$ cat src/mrd_pkg.sv
// Shared types and codes for the multi-digit restoring divider.
`timescale 1ns / 1ps
`default_nettype none

package mrd_pkg;

  // Kind of digit pass the datapath runs for an issued element
  localparam logic [1:0] MODE_NONE  = 2'd0;
  localparam logic [1:0] MODE_ALIGN = 2'd1;
  localparam logic [1:0] MODE_STEP  = 2'd2;

  // Commands from the controller to the datapath
  typedef struct packed {
    logic       load_we;    // write the input digit pair at addr
    logic       load_first; // first digit of an operand: restart bit-length tracking
    logic       setup;      // latch shift amounts, step count and special cases
    logic       issue;      // an element of a digit pass is read this cycle
    logic [1:0] mode;       // pass kind of the issued element
    logic       first;      // first element of the pass
    logic       elem_last;  // element is the most significant digit
    logic       q_init;     // first bit step: old quotient reads as zero
    logic       step_done;  // one bit step finished
    logic       out_load;   // load the result register from the read data
    logic       out_last;   // result being loaded is the most significant one
  } mrd_cmd_t;

  // Status from the datapath to the controller
  typedef struct packed {
    logic do_div;    // divisor non-zero and dividend not below it
    logic last_step; // the current bit step is the final one
    logic out_free;  // result register can take a new result this cycle
  } mrd_sts_t;

endpackage

`default_nettype wire

$ cat src/mrd_ctrl.sv
// Controller of the divider: load, alignment, bit-step passes and result sequencing.
`timescale 1ns / 1ps
`default_nettype none

module mrd_ctrl #(
  parameter int MAX_DIGITS = 64,
  localparam int IDX_W = (MAX_DIGITS > 1) ? $clog2(MAX_DIGITS) : 1
) (
  input  wire logic              clk,
  input  wire logic              rst_n,
  input  wire logic              in_valid,
  input  wire logic              in_last,
  output logic                   in_ready,
  input  wire mrd_pkg::mrd_sts_t sts,
  output mrd_pkg::mrd_cmd_t      cmd,
  output logic [IDX_W-1:0]       addr
);
  import mrd_pkg::*;

  localparam logic [2:0] S_LOAD   = 3'd0;
  localparam logic [2:0] S_SETUP  = 3'd1;
  localparam logic [2:0] S_DECIDE = 3'd2;
  localparam logic [2:0] S_ALIGN  = 3'd3;
  localparam logic [2:0] S_STEP   = 3'd4;
  localparam logic [2:0] S_GAP    = 3'd5;
  localparam logic [2:0] S_OUT_RD = 3'd6;
  localparam logic [2:0] S_OUT_LD = 3'd7;

  logic [2:0]       state_r, state_nxt;
  logic [IDX_W-1:0] cnt_r, cnt_nxt, last_idx_r, last_idx_nxt;
  logic             gap_r, gap_nxt;
  logic             from_align_r, from_align_nxt;
  logic             first_step_r, first_step_nxt;
  logic             at_max, at_last;

  assign at_max  = cnt_r == IDX_W'(MAX_DIGITS - 1);
  assign at_last = cnt_r == last_idx_r;
  assign addr    = cnt_r;

  // Next state and commands
  always_comb begin
    state_nxt      = state_r;
    cnt_nxt        = cnt_r;
    last_idx_nxt   = last_idx_r;
    gap_nxt        = gap_r;
    from_align_nxt = from_align_r;
    first_step_nxt = first_step_r;
    cmd            = '0;
    cmd.mode       = MODE_NONE;
    in_ready       = 1'b0;
    unique case (state_r)
      S_LOAD: begin
        in_ready = 1'b1;
        if (in_valid) begin
          cmd.load_we    = 1'b1;
          cmd.load_first = cnt_r == '0;
          if (in_last || at_max) begin
            last_idx_nxt = cnt_r;
            cnt_nxt      = '0;
            state_nxt    = S_SETUP;
          end else begin
            cnt_nxt = cnt_r + 1'b1;
          end
        end
      end
      S_SETUP: begin
        cmd.setup = 1'b1;
        state_nxt = S_DECIDE;
      end
      S_DECIDE: begin
        if (sts.do_div) begin
          cnt_nxt        = last_idx_r;
          first_step_nxt = 1'b1;
          state_nxt      = S_ALIGN;
        end else begin
          cnt_nxt   = '0;
          state_nxt = S_OUT_RD;
        end
      end
      // Top digit first, so the shifted divisor only reads digits not yet rewritten
      S_ALIGN: begin
        cmd.issue = 1'b1;
        cmd.mode  = MODE_ALIGN;
        cmd.first = at_last;
        if (cnt_r == '0) begin
          from_align_nxt = 1'b1;
          gap_nxt        = 1'b0;
          state_nxt      = S_GAP;
        end else begin
          cnt_nxt = cnt_r - 1'b1;
        end
      end
      S_STEP: begin
        cmd.issue     = 1'b1;
        cmd.mode      = MODE_STEP;
        cmd.first     = cnt_r == '0;
        cmd.elem_last = at_last;
        cmd.q_init    = first_step_r;
        if (at_last) begin
          from_align_nxt = 1'b0;
          gap_nxt        = 1'b0;
          cnt_nxt        = '0;
          state_nxt      = S_GAP;
        end else begin
          cnt_nxt = cnt_r + 1'b1;
        end
      end
      // Drain the update and compare stages before the next pass
      S_GAP: begin
        if (!gap_r) begin
          gap_nxt = 1'b1;
        end else begin
          cnt_nxt = '0;
          if (from_align_r) begin
            state_nxt = S_STEP;
          end else begin
            cmd.step_done  = 1'b1;
            first_step_nxt = 1'b0;
            state_nxt      = sts.last_step ? S_OUT_RD : S_STEP;
          end
        end
      end
      S_OUT_RD: begin
        state_nxt = S_OUT_LD;
      end
      S_OUT_LD: begin
        if (sts.out_free) begin
          cmd.out_load = 1'b1;
          cmd.out_last = at_last;
          if (at_last) begin
            cnt_nxt   = '0;
            state_nxt = S_LOAD;
          end else begin
            cnt_nxt   = cnt_r + 1'b1;
            state_nxt = S_OUT_RD;
          end
        end
      end
      default: begin
        state_nxt = S_LOAD;
      end
    endcase
  end

  always_ff @(posedge clk) begin
    if (!rst_n) begin
      state_r      <= S_LOAD;
      cnt_r        <= '0;
      last_idx_r   <= '0;
      gap_r        <= 1'b0;
      from_align_r <= 1'b0;
      first_step_r <= 1'b0;
    end else begin
      state_r      <= state_nxt;
      cnt_r        <= cnt_nxt;
      last_idx_r   <= last_idx_nxt;
      gap_r        <= gap_nxt;
      from_align_r <= from_align_nxt;
      first_step_r <= first_step_nxt;
    end
  end

endmodule

`default_nettype wire

$ cat config.mk
export PLATFORM = sky130hd
export DESIGN_NAME = mrd_ctrl
export DESIGN_NICKNAME = d
export VERILOG_FILES = /design/src/mrd_pkg.sv /design/src/mrd_ctrl.sv
export SDC_FILE = /design/constraint.sdc
export NUM_CORES = 1
export LEC_CHECK = 0
export BUFFER_PORTS_ARGS = -buffer_cell sky130_fd_sc_hd__buf_2
export CAP_MARGIN = 20
export CORE_ASPECT_RATIO = 1.2
export CORE_MARGIN = 2
export CORE_UTILIZATION = 38
export DETAILED_ROUTE_END_ITERATION = 12
export PLACE_DENSITY = 0.66
export SYNTH_ARGS = -nofsm -noshare
export SYNTH_HDL_FRONTEND = slang
export SYNTH_SLANG_ARGS = --single-unit
$ cat constraint.sdc
create_clock -name clk -period 2.4 [get_ports clk]
set_input_delay 0.6 -clock clk [delete_from_list [all_inputs] [get_ports clk]]
set_output_delay 0.6 -clock clk [all_outputs]
set_load 0.1 [all_outputs]
==> impl_table.tex <==
\begin{tabular}{lr}
\hline
Metric & Value \\
\hline
\multicolumn{2}{l}{\textbf{Yosys}} \\
Most used standard cells in the synthesized netlist & sky130\_fd\_sc\_hd\_\_nand2\_1 (19), sky130\_fd\_sc\_hd\_\_dfxtp\_1 (18), sky130\_fd\_sc\_hd\_\_nor2\_1 (16), sky130\_fd\_sc\_hd\_\_o21ai\_0 (15), sky130\_fd\_sc\_hd\_\_a21oi\_1 (11) \\
Average cell area after synthesis & 7.50 um\^{}2 \\
Top cell type by total area after synthesis & sky130\_fd\_sc\_hd\_\_dfxtp\_1 \\
Count of different cell masters after synthesis & 48 \\
Post-synth EDFFs & 0 \\
Number of register bits inferred by synthesis & 18 \\
Sequential fraction of the synthesis area & approximately 25\% \\
Cell with the most instances after synthesis & sky130\_fd\_sc\_hd\_\_nand2\_1 \\
Fraction of synthesized cell area taken by the top area cell type & approximately 25\% \\
Main area contributors after synthesis & sky130\_fd\_sc\_hd\_\_dfxtp\_1 (25\%), sky130\_fd\_sc\_hd\_\_o21ai\_0 (5.3\%), sky130\_fd\_sc\_hd\_\_nand2\_1 (5.0\%), sky130\_fd\_sc\_hd\_\_mux2i\_1 (4.9\%), sky130\_fd\_sc\_hd\_\_nor2b\_1 (4.4\%) \\
Synthesized netlist cell count & 190 \\
Synthesized netlist net count & about 200 \\
Netlist area before placement & roughly 1400 um\^{}2 \\
Most common flop cell mapped by yosys & sky130\_fd\_sc\_hd\_\_dfxtp\_1 \\
Number of warning messages in the yosys log & 0 \\
Ys async rst share & 0\% \\
\multicolumn{2}{l}{\textbf{Clock tree}} \\
TritonCTS clock tree & done \\
H-tree lvl count & 1 \\
Number of buffers inserted by hold repair at cts & 0 \\
Number of buffers added by the clock tree synthesis step & 3 \\
Total clock sinks & 18 \\
Buffer type at the clock tree root & sky130\_fd\_sc\_hd\_\_clkbuf\_8 \\
Number of buffers between clock root and the deepest sink & 2 \\
Skew-Pair Late Insertion Delay & about 0.26 ns \\
Clock transition at the registers of the reported paths & about 0.08 ns \\
\multicolumn{2}{l}{\textbf{Drt}} \\
Post-detailed-route via-to-cell ratio & approximately 5.8 \\
Number of detailed-routing iterations run before antenna repair & 4 \\
Initial DRC count & 50 \\
DR WL/cell & about 16 um \\
Number of DRC violations after detailed routing & 0 \\
Total number of vias & about 1500 \\
Total wire length & 4.17 mm \\
Count of antenna-violating nets left after detailed routing & 0 \\
\multicolumn{2}{l}{\textbf{Power and ir drop}} \\
Leakage power & between 0.7 and 0.8 nW \\
Sw Share & a little under three fifths \\
Fraction of power consumed by sequential logic & between 20\% and 30\% \\
Share of total power in combinational logic & between 60\% and 70\% \\
Power per cell area & roughly 1200 nW/um\^{}2 \\
Power share of the clock group & between 10\% and 20\% \\
Post-layout total power & 2.25 mW \\
Cell internal pwr & 0.985 mW \\
IR Drop Worst-Case VDD & around 0.00062 V \\
Switching power total & between 1 and 1.5 mW \\
\multicolumn{2}{l}{\textbf{Global routing}} \\
Largest net degree at the start of global routing & 20 \\
Overflow left after global routing & 0 \\
Via count of the first global-routing pass & 1373 \\
Antenna violations before repair & 0 \\
Overall global routing resource usage & a little over a fifth \\
Global-route wire length before repair & $\sim$7 mm \\
\multicolumn{2}{l}{\textbf{Floorplanning}} \\
Count of pins on the block boundary & 26 \\
Die boundary width & approximately 60 um \\
Die span in y & slightly above 70 um \\
Initial standard-cell utilization of the core & approximately two fifths \\
\# rows & 24 \\
Total Die Area & between 4000 and 5000 um\^{}2 \\
Core area & approximately 3600 um\^{}2 \\
\multicolumn{2}{l}{\textbf{Critical path}} \\
Worst setup path class & flop to output pin \\
Slowest stage cell, crit path & sky130\_fd\_sc\_hd\_\_dfxtp\_4 \\
List of cells traversed by the critical path & xor2\_1 > nor4\_4 > nand2\_4 > nor3\_4 > buf\_12 \\
Maximum fanout encountered on the critical timing path & 9 \\
Startpoint kind of the worst setup timing path & flop \\
Worst path arrival time & 1.73 ns \\
Top Family by Delay on Critical Path & simple AND/OR/NAND/NOR gates \\
Longest individual stage delay on the worst path & around 0.38 ns \\
Nature of the critical path endpoint & output pin \\
Data required time at the worst endpoint & roughly 1.8 ns \\
Total buffers and inverters traversed by the critical path & 1 \\
\multicolumn{2}{l}{\textbf{Layout}} \\
Final design instance area without fill & 1930 um\^{}2 \\
Ratio of cells with drive above 1 in the final layout & a little under a third \\
Sequential cell area & just under 400 um\^{}2 \\
Net count of the finished layout & around 230 \\
Post-route non-filler standard cell count & approximately 260 \\
Growth of design area from synthesis to finish & 35.1\% \\
Multi-input combinational cell area & 1060 um\^{}2 \\
Fill count & 362 \\
Antenna fix cells & 0 \\
\multicolumn{2}{l}{\textbf{STA}} \\
Fin Setup TNS & 0 ns \\
Transition time of the tightest slew-check pin & 0.788 ns \\
Top achievable clock speed & around 0.43 GHz \\
Max\_slew headroom & between 40\% and 50\% \\
Worst-case clock skew & 0.00942 ns \\
Share of the clock period used by the worst path after layout & a little over nine tenths \\
Time the final worst path needs with I/O delays and setup & 2.33 ns \\
Final worst slack & $\sim$0.065 ns \\
Setup violation total in the final timing report & 0 \\
Endpoints failing hold & 0 \\
Max Slew Vio Count & 0 \\
\multicolumn{2}{l}{\textbf{Outcome}} \\
Outcome & complete, no violations \\
\multicolumn{2}{l}{\textbf{Placed design}} \\
HPWL after DPL & 3.10 mm \\
Placed Cells incl. Taps & about 250 \\
Number of buffers inserted by port buffering & 25 \\
Worst slack at placement & between 0.2 and 0.3 ns \\
Placed inst area & 1860 um\^{}2 \\
Global placer's final weighted congestion & approximately 0.86 \\
\multicolumn{2}{l}{\textbf{Flow run}} \\
Maxcap violations & 0 \\
\multicolumn{2}{l}{\textbf{Hold path}} \\
HP Class & flop to flop \\
\hline
\end{tabular}
==> flip-flops by register name (all words and copies together), names as in the netlist <==
signal and cells:
addr 6, first_step_r 1, from_align_r 1, gap_r 1
last_idx_r 6, state_r 3
==> power groups by stage <==
| stage | clock [mW] | combinational (mW) | sequential [mW] |
|---|---|---|---|
| 2_1_floorplan | 0 | 1.07 | 0.557 |
| 3_3_place_gp | 0 | 1.50 | 0.470 |
| 3_5_place_dp | 0 | 1.49 | 0.475 |
| 4_1_cts | 0.237 | 1.50 | 0.468 |
| 5_1_grt | 0.249 | 1.66 | 0.481 |
| 6_report | 0.230 | 1.55 | 0.470 |
==> through the flow <==
stage | hold slack (ns) | util (%)
floorplan | 0.469 | -
global placement | 0.510 | 51.5
detailed placement | 0.518 | 51.5
CTS | 0.537 | 52.8
global route | 0.588 | 53.4
finish | 0.520 | 53.4
==> path summary, 6_finish.rpt <==
check / start / end / slack [ns] / cells after the start
setup / recovery: addr[1] / cmd[0] / 0.07 / 5
hold / removal: first_step_r / first_step_r / 0.52 / 2
setup reg to reg: addr[1] / last_idx_r[4] / 0.29 / 6
hold reg to reg: first_step_r / first_step_r / 0.52 / 2
==> what timing repair did <==
item | in CTS | in global routing
setup endpoints to repair | 1 | 4
buffers inserted | 0 | 1
gates resized for setup | 1 | 4
pin swaps | 0 | 1
==> per-layer routing <==
metal	up-vias	global-route usage, %	share of wire, %
met3	7	2.56	3.5
met5	-	0	0
met1	696	30.8	47
li1	743	-	-
met2	34	31.8	48
met4	0	7.65	1.8
==> cell families after synthesis <==
group | synth area share [%]
adder cells (fa/ha/maj) | 1.76
AND/OR/NAND/NOR | 27.2
XOR/XNOR | 5.53
AO/OA/AOI/OAI | 27.6
buffers and inverters | 7.73
flip-flops | 25.3
multiplexers | 4.92
==> worst min-delay path, stage by stage (launching register included) <==
cell	delay, ns
sky130_fd_sc_hd__dfxtp_1	0.33
sky130_fd_sc_hd__o21ai_0	0.09
sky130_fd_sc_hd__nor2_1	0.08
==> layout by cell type, fill, tap and decap left out, types with 3 or more instances in the layout <==
cell | Yosys | layout
sky130_fd_sc_hd__nand2_1 | 19 | 16
sky130_fd_sc_hd__o21ai_0 | 15 | 15
sky130_fd_sc_hd__o211ai_1 | 4 | 4
sky130_fd_sc_hd__buf_4 | 4 | 12
sky130_fd_sc_hd__nand3_1 | 7 | 7
sky130_fd_sc_hd__dfxtp_1 | 18 | 11
sky130_fd_sc_hd__dfxtp_4 | 0 | 7
sky130_fd_sc_hd__xor2_1 | 7 | 6
sky130_fd_sc_hd__mux2i_1 | 7 | 7
sky130_fd_sc_hd__buf_12 | 0 | 9
sky130_fd_sc_hd__a21oi_1 | 11 | 11
sky130_fd_sc_hd__inv_1 | 9 | 7
sky130_fd_sc_hd__and3_1 | 5 | 5
sky130_fd_sc_hd__nor2b_1 | 10 | 9
sky130_fd_sc_hd__a31oi_1 | 4 | 4
sky130_fd_sc_hd__buf_2 | 4 | 16
sky130_fd_sc_hd__nor2_1 | 16 | 12
sky130_fd_sc_hd__clkbuf_8 | 0 | 3
==> area by class of cell <==
class | count | area share [%]
multi-input combinational | 150 | 54.9
sequential | 18 | 20.1
timing repair buffer | 37 | 18.2
tap | 39 | 2.53
clock buffer | 4 | 2.34
inverter | 9 | 1.95
Note: power is estimated with default switching activity, not from simulation.
